`config.mk`:
```
export PLATFORM = sky130hd
export DESIGN_NAME = rk4_apogee_predictor_flat
export DESIGN_NICKNAME = d
export VERILOG_FILES = /design/src/hdl/rk4ap_pkg.sv /design/src/hdl/rk4ap_in_if.sv /design/src/hdl/rk4ap_out_if.sv /design/src/hdl/rk4ap_cfg_if.sv /design/src/hdl/rk4_apogee_predictor.sv /design/src/flat_wrapper.sv
export SDC_FILE = /design/constraint.sdc
export NUM_CORES = 2
export LEC_CHECK = 0
export ABC_AREA = 1
export BUFFER_PORTS_ARGS = -buffer_cell sky130_fd_sc_hd__buf_2
export CAP_MARGIN = 20
export CORE_MARGIN = 8
export CORE_UTILIZATION = 42
export CTS_BUF_LIST = sky130_fd_sc_hd__clkbuf_8
export DETAILED_ROUTE_END_ITERATION = 7
export PLACE_DENSITY = 0.65
export SLEW_MARGIN = 10
export SYNTH_ARGS = -nofsm -noshare
export SYNTH_HDL_FRONTEND = slang
export SYNTH_SLANG_ARGS = --single-unit
```
`constraint.sdc`:
```
create_clock -name clk -period 12.2 [get_ports clk]
set_clock_uncertainty 0.15 [all_clocks]
set_input_delay 1.22 -clock clk [delete_from_list [all_inputs] [get_ports clk]]
set_output_delay 1.22 -clock clk [all_outputs]
set_load 0.05 [all_outputs]
```
`src/hdl/rk4ap_pkg.sv`:
```
package rk4ap_pkg;

  // field widths of the channels
  localparam int VEL_W      = 32;
  localparam int HGT_W      = 32;
  localparam int BRAKE_W    = 2;
  localparam int TIME_W     = 32;
  localparam int COUNT_W    = 16;
  localparam int GAIN_W     = 32;
  localparam int DT_W       = 16;
  localparam int GRAV_W     = 23;
  localparam int CFG_IDX_W  = 3;
  localparam int CFG_DATA_W = 32;

  // configuration register indexes
  localparam logic [CFG_IDX_W-1:0] CFG_DRAG_CLOSED  = 3'd0;
  localparam logic [CFG_IDX_W-1:0] CFG_DRAG_PARTIAL = 3'd1;
  localparam logic [CFG_IDX_W-1:0] CFG_DRAG_FULL    = 3'd2;
  localparam logic [CFG_IDX_W-1:0] CFG_TIME_STEP    = 3'd3;
  localparam logic [CFG_IDX_W-1:0] CFG_GRAVITY      = 3'd4;
  localparam logic [CFG_IDX_W-1:0] CFG_STEP_LIMIT   = 3'd5;

  // configuration reset values
  localparam logic [GAIN_W-1:0]  RST_DRAG_CLOSED  = 32'd1344772;
  localparam logic [GAIN_W-1:0]  RST_DRAG_PARTIAL = 32'd274443716;
  localparam logic [GAIN_W-1:0]  RST_DRAG_FULL    = 32'd548887432;
  localparam logic [DT_W-1:0]    RST_TIME_STEP    = 16'd655;
  localparam logic [GRAV_W-1:0]  RST_GRAVITY      = 23'd642908;
  localparam logic [COUNT_W-1:0] RST_STEP_LIMIT   = 16'd4096;

endpackage

```
`src/hdl/rk4ap_in_if.sv`:
```
interface rk4ap_in_if;
  import rk4ap_pkg::*;

  logic                      valid;
  logic                      ready;
  logic signed [VEL_W-1:0]   start_velocity;
  logic signed [HGT_W-1:0]   start_height;
  logic        [BRAKE_W-1:0] brake_setting;

  modport source (output valid, start_velocity, start_height, brake_setting, input ready);
  modport sink (input valid, start_velocity, start_height, brake_setting, output ready);
endinterface

```
`src/hdl/rk4ap_out_if.sv`:
```
interface rk4ap_out_if;
  import rk4ap_pkg::*;

  logic                      valid;
  logic                      ready;
  logic signed [HGT_W-1:0]   apogee_height;
  logic        [TIME_W-1:0]  apogee_time;
  logic        [COUNT_W-1:0] step_count;
  logic signed [VEL_W-1:0]   end_velocity;
  logic                      limit_hit;

  modport source (output valid, apogee_height, apogee_time, step_count, end_velocity,
                  limit_hit, input ready);
  modport sink (input valid, apogee_height, apogee_time, step_count, end_velocity,
                limit_hit, output ready);
endinterface

```
`src/hdl/rk4ap_cfg_if.sv`:
```
interface rk4ap_cfg_if;
  import rk4ap_pkg::*;

  logic                  valid;
  logic                  ready;
  logic [CFG_IDX_W-1:0]  index;
  logic [CFG_DATA_W-1:0] data;

  modport source (output valid, index, data, input ready);
  modport sink (input valid, index, data, output ready);
endinterface

```
`src/hdl/rk4_apogee_predictor.sv`:
```
// each rk4 step runs on one shared 35x32 multiplier and a radix-16 divide-by-3
// the next input is taken once the result is parked in the output register, which
// waits while an earlier result is unread
// reset: synchronous active-low rst_n clears the sequencer and output valid and loads
// the configuration registers with their defaults
module rk4_apogee_predictor #(
  parameter int FRAC_BITS      = 16,
  parameter int BRAKE_SETTINGS = 3
) (
  input logic        clk,
  input logic        rst_n,
  rk4ap_in_if.sink   in_chan,
  rk4ap_out_if.source out_chan,
  rk4ap_cfg_if.sink  cfg_chan
);
  import rk4ap_pkg::*;

  localparam int MUL_A_W = 35;
  localparam int MUL_B_W = 32;
  localparam int PROD_W  = MUL_A_W + MUL_B_W;
  localparam int DIV_W   = 36;
  localparam int DIV_DIGITS = DIV_W / 4;
  localparam int DIV_CNT_W  = $clog2(DIV_DIGITS);
  localparam int TSHL = (FRAC_BITS >= 16) ? FRAC_BITS - 16 : 0;
  localparam int TSHR = (FRAC_BITS < 16) ? 16 - FRAC_BITS : 0;
  localparam logic [BRAKE_W-1:0] BRAKE_TOP =
    BRAKE_W'((BRAKE_SETTINGS < 3) ? BRAKE_SETTINGS - 1 : 2);
  localparam logic [PROD_W-1:0] M_CAP = PROD_W'(64'h80000000);

  typedef enum logic [3:0] {
    S_IDLE, S_CHECK, S_MAG, S_SQR, S_DHI, S_DSUM, S_VMUL, S_VUPD,
    S_MMUL, S_HMUL, S_DIVV, S_DIVH, S_TIME, S_FINISH
  } state_t;

  function automatic logic signed [31:0] sat32(input logic signed [37:0] x);
    logic signed [31:0] y;
    if (x > 38'sh007FFFFFFF) y = 32'sh7FFFFFFF;
    else if (x < -38'sh0080000000) y = -32'sh80000000;
    else y = x[31:0];
    return y;
  endfunction

  // configuration registers
  logic [GAIN_W-1:0]  gain_closed_r, gain_partial_r, gain_full_r;
  logic [DT_W-1:0]    dt_r;
  logic [GRAV_W-1:0]  gravity_r;
  logic [COUNT_W-1:0] step_limit_r;

  // sequencer and datapath registers
  state_t                   state_r;
  logic [1:0]               stage_r;
  logic signed [31:0]       v_r, h_r;
  logic signed [33:0]       u_r;
  logic signed [35:0]       hs_r;
  logic                     hs_neg_r;
  logic [33:0]              msum_r;
  logic [31:0]              m_r, k_r, hi_r, dlo_r;
  logic [COUNT_W-1:0]       count_r;
  logic [PROD_W-1:0]        p_r;
  logic [DIV_W-1:0]         div_r;
  logic [1:0]               div_rem_r;
  logic [DIV_CNT_W-1:0]     div_cnt_r;

  // output register
  logic                     out_valid_r;
  logic signed [HGT_W-1:0]  out_height_r;
  logic [TIME_W-1:0]        out_time_r;
  logic [COUNT_W-1:0]       out_count_r;
  logic signed [VEL_W-1:0]  out_vel_r;
  logic                     out_limit_r;

  // combinational datapath
  logic                     mul_en;
  logic [MUL_A_W-1:0]       mul_a;
  logic [MUL_B_W-1:0]       mul_b;
  logic [BRAKE_W-1:0]       brake_sel;
  logic [GAIN_W-1:0]        gain_sel;
  logic [33:0]              u_abs;
  logic [31:0]              mag;
  logic [PROD_W-1:0]        sq, m_full, ofs;
  logic [31:0]              m_sat;
  logic signed [33:0]       u_new;
  logic signed [35:0]       u_ext, hs_nxt;
  logic [33:0]              msum_nxt;
  logic [34:0]              hs_abs;
  logic [PROD_W-1:0]        num_rnd;
  logic [DIV_W-1:0]         div_load, div_shift;
  logic [1:0]               div_rem_nxt;
  logic [2:0]               div_x;
  logic [3:0]               div_q;
  logic signed [31:0]       v_upd, h_upd;
  logic [47:0]              t_shl, t_wide;
  logic [TIME_W-1:0]        t_sat;
  logic                     v_pos, in_xfer, out_xfer;

  assign in_xfer  = in_chan.valid && in_chan.ready;
  assign out_xfer = out_valid_r && out_chan.ready;
  assign v_pos    = !v_r[31] && (v_r != '0);

  // brake setting saturates to the highest available gain
  always_comb begin
    brake_sel = (in_chan.brake_setting > BRAKE_TOP) ? BRAKE_TOP : in_chan.brake_setting;
    case (brake_sel)
      2'd0:    gain_sel = gain_closed_r;
      2'd1:    gain_sel = gain_partial_r;
      default: gain_sel = gain_full_r;
    endcase
  end

  // drag, stage velocity and accumulator arithmetic
  always_comb begin
    u_abs = u_r[33] ? 34'(-u_r) : 34'(u_r);
    mag   = (u_abs > 34'h080000000) ? 32'h80000000 : u_abs[31:0];
    sq    = p_r >> FRAC_BITS;
    m_full = p_r + PROD_W'(dlo_r) + PROD_W'(gravity_r);
    m_sat  = (m_full > M_CAP) ? 32'h80000000 : m_full[31:0];
    if (stage_r == 2'd2) ofs = (p_r + PROD_W'(1 << 15)) >> 16;
    else ofs = (p_r + PROD_W'(1 << 16)) >> 17;
    u_new = 34'(v_r) - $signed(ofs[33:0]);
    u_ext = 36'(u_r);
    case (stage_r)
      2'd0:    hs_nxt = u_ext;
      2'd3:    hs_nxt = hs_r + u_ext;
      default: hs_nxt = hs_r + (u_ext <<< 1);
    endcase
    case (stage_r)
      2'd0:    msum_nxt = 34'(m_r);
      2'd3:    msum_nxt = msum_r + 34'(m_r);
      default: msum_nxt = msum_r + (34'(m_r) << 1);
    endcase
    hs_abs   = hs_r[35] ? 35'(-hs_r) : 35'(hs_r);
    num_rnd  = p_r + PROD_W'(3 << 16);
    div_load = num_rnd[52:17];
  end

  // shared multiplier operand select
  always_comb begin
    mul_en = 1'b1;
    mul_a  = '0;
    mul_b  = '0;
    case (state_r)
      S_MAG: begin
        mul_a = MUL_A_W'(mag);
        mul_b = mag;
      end
      S_SQR: begin
        mul_a = MUL_A_W'(sq[31:0]);
        mul_b = k_r;
      end
      S_DHI: begin
        mul_a = MUL_A_W'(hi_r);
        mul_b = k_r;
      end
      S_VMUL: begin
        mul_a = MUL_A_W'(m_r);
        mul_b = MUL_B_W'(dt_r);
      end
      S_MMUL: begin
        mul_a = MUL_A_W'(msum_r);
        mul_b = MUL_B_W'(dt_r);
      end
      S_HMUL: begin
        mul_a = hs_abs;
        mul_b = MUL_B_W'(dt_r);
      end
      S_TIME: begin
        mul_a = MUL_A_W'(count_r);
        mul_b = MUL_B_W'(dt_r);
      end
      default: mul_en = 1'b0;
    endcase
  end

  // divide by three, four quotient bits per cycle
  always_comb begin
    div_rem_nxt = div_rem_r;
    div_q = '0;
    div_x = '0;
    for (int i = 0; i < 4; i++) begin
      div_x = {div_rem_nxt, div_r[DIV_W-1-i]};
      if (div_x >= 3'd3) begin
        div_rem_nxt = 2'(div_x - 3'd3);
        div_q[3-i]  = 1'b1;
      end else begin
        div_rem_nxt = div_x[1:0];
      end
    end
    div_shift = {div_r[DIV_W-5:0], div_q};
    v_upd = sat32(38'(v_r) - $signed({2'b00, div_shift}));
    if (hs_neg_r) h_upd = sat32(38'(h_r) - $signed({2'b00, div_shift}));
    else h_upd = sat32(38'(h_r) + $signed({2'b00, div_shift}));
  end

  // elapsed time, rescaled to the velocity format and saturated
  always_comb begin
    t_shl  = p_r[47:0] << TSHL;
    t_wide = t_shl >> TSHR;
    t_sat  = (t_wide[47:32] != '0) ? '1 : t_wide[31:0];
  end

  // sequencer, datapath and output register
  always_ff @(posedge clk) begin
    if (!rst_n) begin
      state_r        <= S_IDLE;
      out_valid_r    <= 1'b0;
      gain_closed_r  <= RST_DRAG_CLOSED;
      gain_partial_r <= RST_DRAG_PARTIAL;
      gain_full_r    <= RST_DRAG_FULL;
      dt_r           <= RST_TIME_STEP;
      gravity_r      <= RST_GRAVITY;
      step_limit_r   <= RST_STEP_LIMIT;
    end else begin
      // configuration transfer
      if (cfg_chan.valid) begin
        case (cfg_chan.index)
          CFG_DRAG_CLOSED:  gain_closed_r  <= cfg_chan.data;
          CFG_DRAG_PARTIAL: gain_partial_r <= cfg_chan.data;
          CFG_DRAG_FULL:    gain_full_r    <= cfg_chan.data;
          CFG_TIME_STEP:    dt_r           <= cfg_chan.data[DT_W-1:0];
          CFG_GRAVITY:      gravity_r      <= cfg_chan.data[GRAV_W-1:0];
          CFG_STEP_LIMIT:   step_limit_r   <= cfg_chan.data[COUNT_W-1:0];
          default: ;
        endcase
      end

      if (mul_en) p_r <= mul_a * mul_b;
      // a result finishing in this cycle refills the register instead
      if (out_xfer && (state_r != S_FINISH)) out_valid_r <= 1'b0;

      case (state_r)
        S_IDLE: begin
          if (in_xfer) begin
            v_r     <= in_chan.start_velocity;
            h_r     <= in_chan.start_height;
            k_r     <= gain_sel;
            count_r <= '0;
            state_r <= S_CHECK;
          end
        end
        S_CHECK: begin
          stage_r <= 2'd0;
          u_r     <= 34'(v_r);
          if (v_pos && (count_r < step_limit_r)) state_r <= S_MAG;
          else state_r <= S_TIME;
        end
        S_MAG: begin
          hs_r    <= hs_nxt;
          state_r <= S_SQR;
        end
        S_SQR: begin
          hi_r    <= sq[63:32];
          state_r <= S_DHI;
        end
        S_DHI: begin
          dlo_r   <= p_r[63:32];
          state_r <= S_DSUM;
        end
        S_DSUM: begin
          m_r     <= m_sat;
          state_r <= S_VMUL;
        end
        S_VMUL: begin
          msum_r  <= msum_nxt;
          state_r <= (stage_r == 2'd3) ? S_MMUL : S_VUPD;
        end
        S_VUPD: begin
          u_r     <= u_new;
          stage_r <= stage_r + 2'd1;
          state_r <= S_MAG;
        end
        S_MMUL: begin
          state_r <= S_HMUL;
        end
        S_HMUL: begin
          // velocity drop numerator goes to the divider, height product starts
          div_r     <= div_load;
          div_rem_r <= '0;
          div_cnt_r <= '0;
          hs_neg_r  <= hs_r[35];
          state_r   <= S_DIVV;
        end
        S_DIVV: begin
          if (div_cnt_r == DIV_CNT_W'(DIV_DIGITS - 1)) begin
            v_r       <= v_upd;
            div_r     <= div_load;
            div_rem_r <= '0;
            div_cnt_r <= '0;
            state_r   <= S_DIVH;
          end else begin
            div_r     <= div_shift;
            div_rem_r <= div_rem_nxt;
            div_cnt_r <= div_cnt_r + 1'b1;
          end
        end
        S_DIVH: begin
          div_r     <= div_shift;
          div_rem_r <= div_rem_nxt;
          div_cnt_r <= div_cnt_r + 1'b1;
          if (div_cnt_r == DIV_CNT_W'(DIV_DIGITS - 1)) begin
            h_r     <= h_upd;
            count_r <= count_r + 1'b1;
            state_r <= S_CHECK;
          end
        end
        S_TIME: begin
          state_r <= S_FINISH;
        end
        S_FINISH: begin
          // park the result once the output register is free
          if (!out_valid_r || out_chan.ready) begin
            out_valid_r  <= 1'b1;
            out_height_r <= h_r;
            out_time_r   <= t_sat;
            out_count_r  <= count_r;
            out_vel_r    <= v_r;
            out_limit_r  <= v_pos;
            state_r      <= S_IDLE;
          end
        end
        default: state_r <= S_IDLE;
      endcase
    end
  end

  assign in_chan.ready          = (state_r == S_IDLE);
  assign cfg_chan.ready         = 1'b1;
  assign out_chan.valid         = out_valid_r;
  assign out_chan.apogee_height = out_height_r;
  assign out_chan.apogee_time   = out_time_r;
  assign out_chan.step_count    = out_count_r;
  assign out_chan.end_velocity  = out_vel_r;
  assign out_chan.limit_hit     = out_limit_r;

`ifndef ASSERT_OFF
  a_limit_matches_velocity: assert property (@(posedge clk) disable iff (!rst_n)
    out_valid_r |-> (out_limit_r == (!out_vel_r[31] && (out_vel_r != '0))))
    else $error("limit flag disagrees with end velocity");

  a_decel_capped: assert property (@(posedge clk) disable iff (!rst_n)
    (state_r == S_VMUL) |-> (m_r <= 32'h80000000))
    else $error("deceleration magnitude above cap");

  a_div_count_range: assert property (@(posedge clk) disable iff (!rst_n)
    ((state_r == S_DIVV) || (state_r == S_DIVH)) |-> (div_cnt_r < DIV_CNT_W'(DIV_DIGITS)))
    else $error("divider digit count out of range");

  a_accept_starts_check: assert property (@(posedge clk) disable iff (!rst_n)
    in_xfer |=> (state_r == S_CHECK))
    else $error("input transfer did not start a prediction");
`endif

endmodule
```
`src/flat_wrapper.sv`:
```
// flat-port wrapper written by rule: the top's interface ports become plain ports
module rk4_apogee_predictor_flat import rk4ap_pkg::*;
#(
  parameter int FRAC_BITS      = 16,
  parameter int BRAKE_SETTINGS = 3
)
  (clk, rst_n, in_chan_valid, in_chan_start_velocity, in_chan_start_height, in_chan_brake_setting, in_chan_ready, out_chan_valid, out_chan_apogee_height, out_chan_apogee_time, out_chan_step_count, out_chan_end_velocity, out_chan_limit_hit, out_chan_ready, cfg_chan_valid, cfg_chan_index, cfg_chan_data, cfg_chan_ready);
  rk4ap_in_if in_chan_i ();
  rk4ap_out_if out_chan_i ();
  rk4ap_cfg_if cfg_chan_i ();
  input logic clk;
  input logic rst_n;
  input wire logic [$bits(in_chan_i.valid)-1:0] in_chan_valid;
  input wire logic [$bits(in_chan_i.start_velocity)-1:0] in_chan_start_velocity;
  input wire logic [$bits(in_chan_i.start_height)-1:0] in_chan_start_height;
  input wire logic [$bits(in_chan_i.brake_setting)-1:0] in_chan_brake_setting;
  output wire logic [$bits(in_chan_i.ready)-1:0] in_chan_ready;
  output wire logic [$bits(out_chan_i.valid)-1:0] out_chan_valid;
  output wire logic [$bits(out_chan_i.apogee_height)-1:0] out_chan_apogee_height;
  output wire logic [$bits(out_chan_i.apogee_time)-1:0] out_chan_apogee_time;
  output wire logic [$bits(out_chan_i.step_count)-1:0] out_chan_step_count;
  output wire logic [$bits(out_chan_i.end_velocity)-1:0] out_chan_end_velocity;
  output wire logic [$bits(out_chan_i.limit_hit)-1:0] out_chan_limit_hit;
  input wire logic [$bits(out_chan_i.ready)-1:0] out_chan_ready;
  input wire logic [$bits(cfg_chan_i.valid)-1:0] cfg_chan_valid;
  input wire logic [$bits(cfg_chan_i.index)-1:0] cfg_chan_index;
  input wire logic [$bits(cfg_chan_i.data)-1:0] cfg_chan_data;
  output wire logic [$bits(cfg_chan_i.ready)-1:0] cfg_chan_ready;
  assign in_chan_i.valid = in_chan_valid;
  assign in_chan_i.start_velocity = in_chan_start_velocity;
  assign in_chan_i.start_height = in_chan_start_height;
  assign in_chan_i.brake_setting = in_chan_brake_setting;
  assign in_chan_ready = in_chan_i.ready;
  assign out_chan_valid = out_chan_i.valid;
  assign out_chan_apogee_height = out_chan_i.apogee_height;
  assign out_chan_apogee_time = out_chan_i.apogee_time;
  assign out_chan_step_count = out_chan_i.step_count;
  assign out_chan_end_velocity = out_chan_i.end_velocity;
  assign out_chan_limit_hit = out_chan_i.limit_hit;
  assign out_chan_i.ready = out_chan_ready;
  assign cfg_chan_i.valid = cfg_chan_valid;
  assign cfg_chan_i.index = cfg_chan_index;
  assign cfg_chan_i.data = cfg_chan_data;
  assign cfg_chan_ready = cfg_chan_i.ready;
  rk4_apogee_predictor #(.FRAC_BITS(FRAC_BITS), .BRAKE_SETTINGS(BRAKE_SETTINGS)) u_core (.clk(clk), .rst_n(rst_n), .in_chan(in_chan_i), .out_chan(out_chan_i), .cfg_chan(cfg_chan_i));
endmodule
```
---- Word-level counts from Yosys, hierarchy flattened ----
Cells that the tools add are included.
cells by class
  add/sub/neg operators ................... 22
  multipliers ............................. 1
  magnitude comparators ................... 14
  equality and inequality tests ........... 27
  multiplexer cells ....................... 53
  reduce and logical (&&, ||, !) cells .... 41
operators with widths
  cell                                                             count
  2-to-1 mux 32 bit                                                12
  case mux 35 bit (7 select lines)                                 1
  case mux 32 bit (2 select lines)                                 3
  case mux 34 bit (2 select lines)                                 2
  greater-than comparator 38 x 32 -> 1 bit, second input constant  3
  less-than comparator 38 x 32 -> 1 bit, second input constant     3
  case mux 36 bit (3 select lines)                                 1
  case mux 32 bit (3 select lines)                                 1
  subtractor 32 x 37 -> 38 bit                                     2
  case mux 36 bit (2 select lines)                                 1
  2-to-1 mux 34 bit                                                2
  adder 67 x 23 -> 67 bit                                          1
  adder 67 x 32 -> 67 bit                                          1
  greater-than comparator 67 x 32 -> 1 bit, second input constant  1
  multiplier 35 x 32 -> 67 bit                                     1
  case mux 4 bit (14 select lines)                                 1
  adder 53 x 18 -> 53 bit, second input constant                   1
  adder 51 x 17 -> 51 bit, second input constant                   1
  adder 50 x 16 -> 50 bit, second input constant                   1
  adder 32 x 37 -> 38 bit                                          1
  adder 36 x 34 -> 36 bit                                          1
  adder 36 x 35 -> 36 bit                                          1
  2-to-1 mux 36 bit                                                1
  2-to-1 mux 35 bit                                                1
  49 further kinds                                                 114
storage, ports and cells
  register bits ........................... 680
  input port bits ......................... 106
  output and inout port bits .............. 116
  word-level logic and storage cells ...... 187

---- Logic depth before layout (Yosys ltp) ----
  word-level depth ........................ 15
  mapped depth ............................ 51
  mapped depth without buffers ............ 49

---- Least setup slack after synthesis ----
No wires, ideal clock.
  path kind ............................... input to register
  from .................................... input rst_n
  to ...................................... register u_core.out_height_r[0] (netlist: u_core.out_chan.apogee_height[0]), enable pin
  setup time .............................. 723 ps
  arrival ................................. 9301 ps
  data required time ...................... 11327 ps
  slack ................................... 2026 ps
  stages on the path ...................... 3
  cell sequence ........................... clkbuf_1 inv_1 nor3_1
on the way
  cells in the longest elaborated chain, start to end .. 1
ends and longest elaborated chain
  item                           line                         RTL
  start: declaration             flat_wrapper.sv:12           input logic rst_n;
  AND reduction 3 bit (no line)  --
  end signal: assignment         rk4_apogee_predictor.sv:312  out_height_r <= h_r;
  end: declaration               rk4_apogee_predictor.sv:66   logic signed [HGT_W-1:0] out_height_r;
No other way between the ends.
A chain may end at the register's enable or synchronous reset.

---- Final worst setup path ----
  from .................................... register u_core.u_r[1]
  to ...................................... register u_core.p_r[46], data pin
on the way
  cells in the longest elaborated chain, start to end .. 6
ends and longest elaborated chain
  item                                                                                  line                         RTL
  start: declaration                                                                    rk4_apogee_predictor.sv:53   logic signed [33:0] u_r;
  start signal: assignment                                                              rk4_apogee_predictor.sv:242  u_r <= 34'(v_r);
  start signal: assignment                                                              rk4_apogee_predictor.sv:267  u_r <= u_new;
  negator 34 bit                                                                        rk4_apogee_predictor.sv:112  u_abs = u_r[33] ? 34'(-u_r) : 34'(u_r);
  2-to-1 mux 34 bit (*)                                                                 rk4_apogee_predictor.sv:112
  greater-than comparator 34 x 32 -> 1 bit                                              rk4_apogee_predictor.sv:113  mag = (u_abs > 34'h080000000) ? 32'h80000000 : u_abs[31:0];
  2-to-1 mux 32 bit (*)                                                                 rk4_apogee_predictor.sv:113
  case mux 35 bit (7 select lines) or case mux 32 bit (3 select lines) (tied branches)  rk4_apogee_predictor.sv:141  case (state_r)
  multiplier 35 x 32 -> 67 bit (*)                                                      rk4_apogee_predictor.sv:226  if (mul_en) p_r <= mul_a * mul_b;
  end signal: assignment                                                                rk4_apogee_predictor.sv:226
  end: declaration                                                                      rk4_apogee_predictor.sv:59   logic [PROD_W-1:0] p_r;
Mark *: on every way between the ends. The rest lies on a longest branch, timed or not.

==> implementation parameters <==
Parameter                              Value

Logic synthesis
  Number of enable flip-flop cells after synthesis    524
  Top cells by area, synth    sky130_fd_sc_hd__fa_1 (22%), sky130_fd_sc_hd__edfxtp_1 (17%), sky130_fd_sc_hd__nand2_1 (13%)
  Synthesized area per cell    7.48 um2
  Yosys warnings    0
  Unique cell type count in the Yosys netlist    68
  Post-synthesis instance area    90800 um2
  Cell type with the highest aggregate area in the netlist    sky130_fd_sc_hd__fa_1
  Main synth FF type    sky130_fd_sc_hd__edfxtp_1
  Fraction of the yosys area taken by sequential cells    20.8%
  Asr flop ratio synth    0%
  Area share of the largest cell type after synthesis    22.4%
  Total of flip-flops plus latches after synthesis    680
  Post-Synthesis Cells    12200

Cells and area
  Net count reported at finish    14100
  Share of cells above drive strength 1    6.14%
  Post-route non-filler standard cell count    15300
  Commonest cells after routing, fill and taps aside    sky130_fd_sc_hd__nand2_1 (3165), sky130_fd_sc_hd__inv_1 (2406), sky130_fd_sc_hd__fa_1 (1018), sky130_fd_sc_hd__nor2_1 (960), sky130_fd_sc_hd__a21oi_1 (729)
  Area growth from synthesis to layout    7.86%
  Most frequent standard cell in the layout excluding fill and tap cells    sky130_fd_sc_hd__nand2_1
  Util after Layout    45.6%

Timing
  Finish-stage setup viols    0
  Min cycle time layout    11.71 ns
  Number of hold violations in the final report    0
  Tcrit/Tclk final    96.0%
  RSZ-0062 raised after global routing    false
  Slew of the pin with the lowest slew margin    1.30 ns
  Max-slew violations    0
  Top achievable clock speed    85.4 MHz
  Setup Total Neg Slack    0 ns
  Worst slew margin    12.2%

Floorplanning
  Starting density of the core    42.3%
  Die outline height    481 um
  Area enclosed by the die boundary    231000 um2
  Die outline width    481 um
  Total core area    215000 um2
  I/O pin count    222
  Row cnt    170

CTS
  Number of buffers added by the clock tree synthesis step    133
  Library cell used as clock root buffer    sky130_fd_sc_hd__clkbuf_8
  TritonCTS clock tree    yes
  H-tree depth reported by CTS    4
  Clock sink total    680
  Clock transition at path regs    0.05 ns
  Resized Gates After CTS    0
  Number of buffers inserted for hold repair after clock tree synthesis    0
  Post-CTS Setup Bufs    0
  Insertion delay to the later sink of the worst-skew pair    0.97 ns
  Clock Tree Buf Depth    3

Setup path
  CP Class    reg2reg
  Register-to-register path setup slack    0.49 ns
  Launching instance or port of the critical path    u_core.u_r[1]
  Kind of launch point of the worst setup path    flop
  Cell with the largest stage delay on the worst path    sky130_fd_sc_hd__xor2_1
  Data arrival time at the worst-slack endpoint    12.24 ns
  End of the worst register-to-register path    u_core.p_r[46]
  Depth of the worst register-to-register path    41
  WP data required    12.73 ns
  Endpoint of the worst setup timing path    u_core.p_r[46]
  Reg2Reg Launch Point    u_core.u_r[1]
  Worst Setup End Kind    flop
  Longest individual stage delay on the worst path    0.63 ns
  CP max FO    23
  Cell repeated most along the worst path    sky130_fd_sc_hd__fa_1

Min path
  Worst hold path class    reg2reg

Placed design
  Global placement routability congestion    1.04
  Dpl hpwl    301000 um
  IO Port Bufs    220
  Placed cells    15000

Pwr
  Share of power burned in combinational logic    68.1%
  Net Sw Frac    58.0%
  Max VDD drop    0.158 mV
  Net switching power    0.0114 W
  Reg power frac    19.7%
  PnR Total Power    0.0196 W
  Internal power component    0.00824 W
  Static leakage    49.9 nW
  Proportion of power drawn by the clock network    12.2%
  Pwr Density    200 nW/um2

Routing
  Routed WL per cell    23.9 um
  Number of remaining DRC errors    0
  Drt initial violations    10200
  Total detailed-routing wirelength    365000 um
  Post-detailed-route via-to-cell ratio    5.52
  Total vias in the final route    84400
  Count of antenna-violating nets left after detailed routing    0
  First-pass iteration count of the detailed router    7

Global route
  Initial antenna violation count    37
  Pin count of the biggest net entering global routing    81
  Wire length of the first global-routing pass    534000 um
  Total overflow reported by the global router    0
  Vias in the first global route    80300
  Total track usage    30.9%

Status
  Run status    completed

Run
  Count of maximum capacitance violations    0
==> worst min-delay path by stage <==
stage / startpoint / to / slack, ns / depth (start not counted)
6_report: u_core.gain_closed_r[20] / u_core.gain_closed_r[20] / 0.31 / 2
4_1_cts: u_core.gain_full_r[14] / u_core.gain_full_r[14] / 0.31 / 2
3_3_place_gp: u_core.gain_full_r[9] / u_core.gain_full_r[9] / 0.29 / 2
3_5_place_dp: u_core.gain_full_r[3] / u_core.gain_full_r[3] / 0.29 / 2
2_1_floorplan: u_core.p_r[37] / u_core.dlo_r[5] / 0.27 / 0
5_1_grt: u_core.dt_r[1] / u_core.dt_r[1] / 0.33 / 2
==> routing by layer <==
layer	part of all wire, %	track usage (%)
met4	4.9	12.4
met1	43	43.6
met5	0.037	0
met3	11	7.48
met2	42	45.3
==> area by class of cell <==
type / instances / area [um2]
Antenna cell: 11 / 27.5
Clock buffer: 144 / 1980
Clock inverter: 95 / 677
Fill cell: 22200 / 117000
Inverter: 2388 / 8960
Multi-Input combinational cell: 8732 / 61300
Sequential cell: 680 / 18900
Tap cell: 2838 / 3550
Timing Repair Buffer: 414 / 2630
==> flip-flops by register name (all words and copies together) (netlist names), 34 cells and up <==
| name | cells |
|---|---|
| u_core.div_r | 36 |
| u_core.p_r | 67 |
| u_core.u_r | 34 |
| u_core.msum_r | 34 |
| u_core.hs_r | 36 |
==> cell families after synthesis <==
group	after synthesis	share of synthesized area, %
other cells	2	0.00827
buf+inv	2787	12.2
fa+ha+maj	1629	30.9
flops	680	20.8
simple gates	5007	22.6
xor+xnor	305	2.94
compound gates	1742	10.7
==> synth_stat cells, types with 9 or more instances <==
cell / count
sky130_fd_sc_hd__nor3_1: 111
sky130_fd_sc_hd__a21boi_0: 43
sky130_fd_sc_hd__inv_1: 2368
sky130_fd_sc_hd__o211ai_1: 26
sky130_fd_sc_hd__nand2_1: 3165
sky130_fd_sc_hd__xnor2_1: 84
sky130_fd_sc_hd__o21ai_1: 13
sky130_fd_sc_hd__o21bai_1: 26
sky130_fd_sc_hd__xor2_1: 221
sky130_fd_sc_hd__a21o_1: 37
sky130_fd_sc_hd__o21a_1: 37
sky130_fd_sc_hd__and3_1: 9
sky130_fd_sc_hd__nand3_2: 20
sky130_fd_sc_hd__a21oi_1: 734
sky130_fd_sc_hd__nand4_1: 86
sky130_fd_sc_hd__o221ai_1: 12
sky130_fd_sc_hd__nand2_2: 34
sky130_fd_sc_hd__a211oi_1: 10
sky130_fd_sc_hd__nor4_1: 53
sky130_fd_sc_hd__nand3_1: 458
sky130_fd_sc_hd__nor2_2: 11
sky130_fd_sc_hd__clkbuf_1: 158
sky130_fd_sc_hd__inv_2: 15
sky130_fd_sc_hd__dfxtp_1: 156
sky130_fd_sc_hd__o22ai_1: 11
sky130_fd_sc_hd__ha_1: 611
sky130_fd_sc_hd__a221oi_1: 22
sky130_fd_sc_hd__or2_2: 34
sky130_fd_sc_hd__nor2_1: 975
sky130_fd_sc_hd__edfxtp_1: 524
sky130_fd_sc_hd__buf_4: 99
sky130_fd_sc_hd__a31oi_1: 71
sky130_fd_sc_hd__o21ai_0: 601
sky130_fd_sc_hd__fa_1: 1018
sky130_fd_sc_hd__buf_2: 127
sky130_fd_sc_hd__a22oi_1: 50
sky130_fd_sc_hd__o2111ai_1: 9
sky130_fd_sc_hd__nand3b_1: 25
==> worst max-delay path: cells and delay by family (launching register included) <==
family | cells | cell delay (ns)
simple gates | 16 | 3.06
fa+ha+maj | 9 | 4.50
xor+xnor | 2 | 0.74
flops | 1 | 0.47
buf+inv | 10 | 1.66
compound gates | 4 | 0.83
==> metrics by stage <==
stage / hold slack, ns / area (um2) / setup WS, ns
2_1_floorplan: 0.271 / 91000 / 2.03
3_3_place_gp: 0.288 / 95200 / 0.693
3_5_place_dp: 0.292 / 95300 / 0.858
4_1_cts: 0.307 / 97900 / 0.775
6_report: 0.307 / 98000 / 0.490
5_1_grt: 0.330 / 98000 / 0.127
==> power groups by stage <==
stage,logic [W],clock network (W),registers [W]
6_report,0.0134,0.00240,0.00386
5_1_grt,0.0144,0.00252,0.00384
4_1_cts,0.0130,0.00243,0.00382
3_5_place_dp,0.0129,0,0.00386
3_3_place_gp,0.0129,0,0.00387
2_1_floorplan,0.00835,0,0.00345
Note: power is estimated with default switching activity, not from simulation.
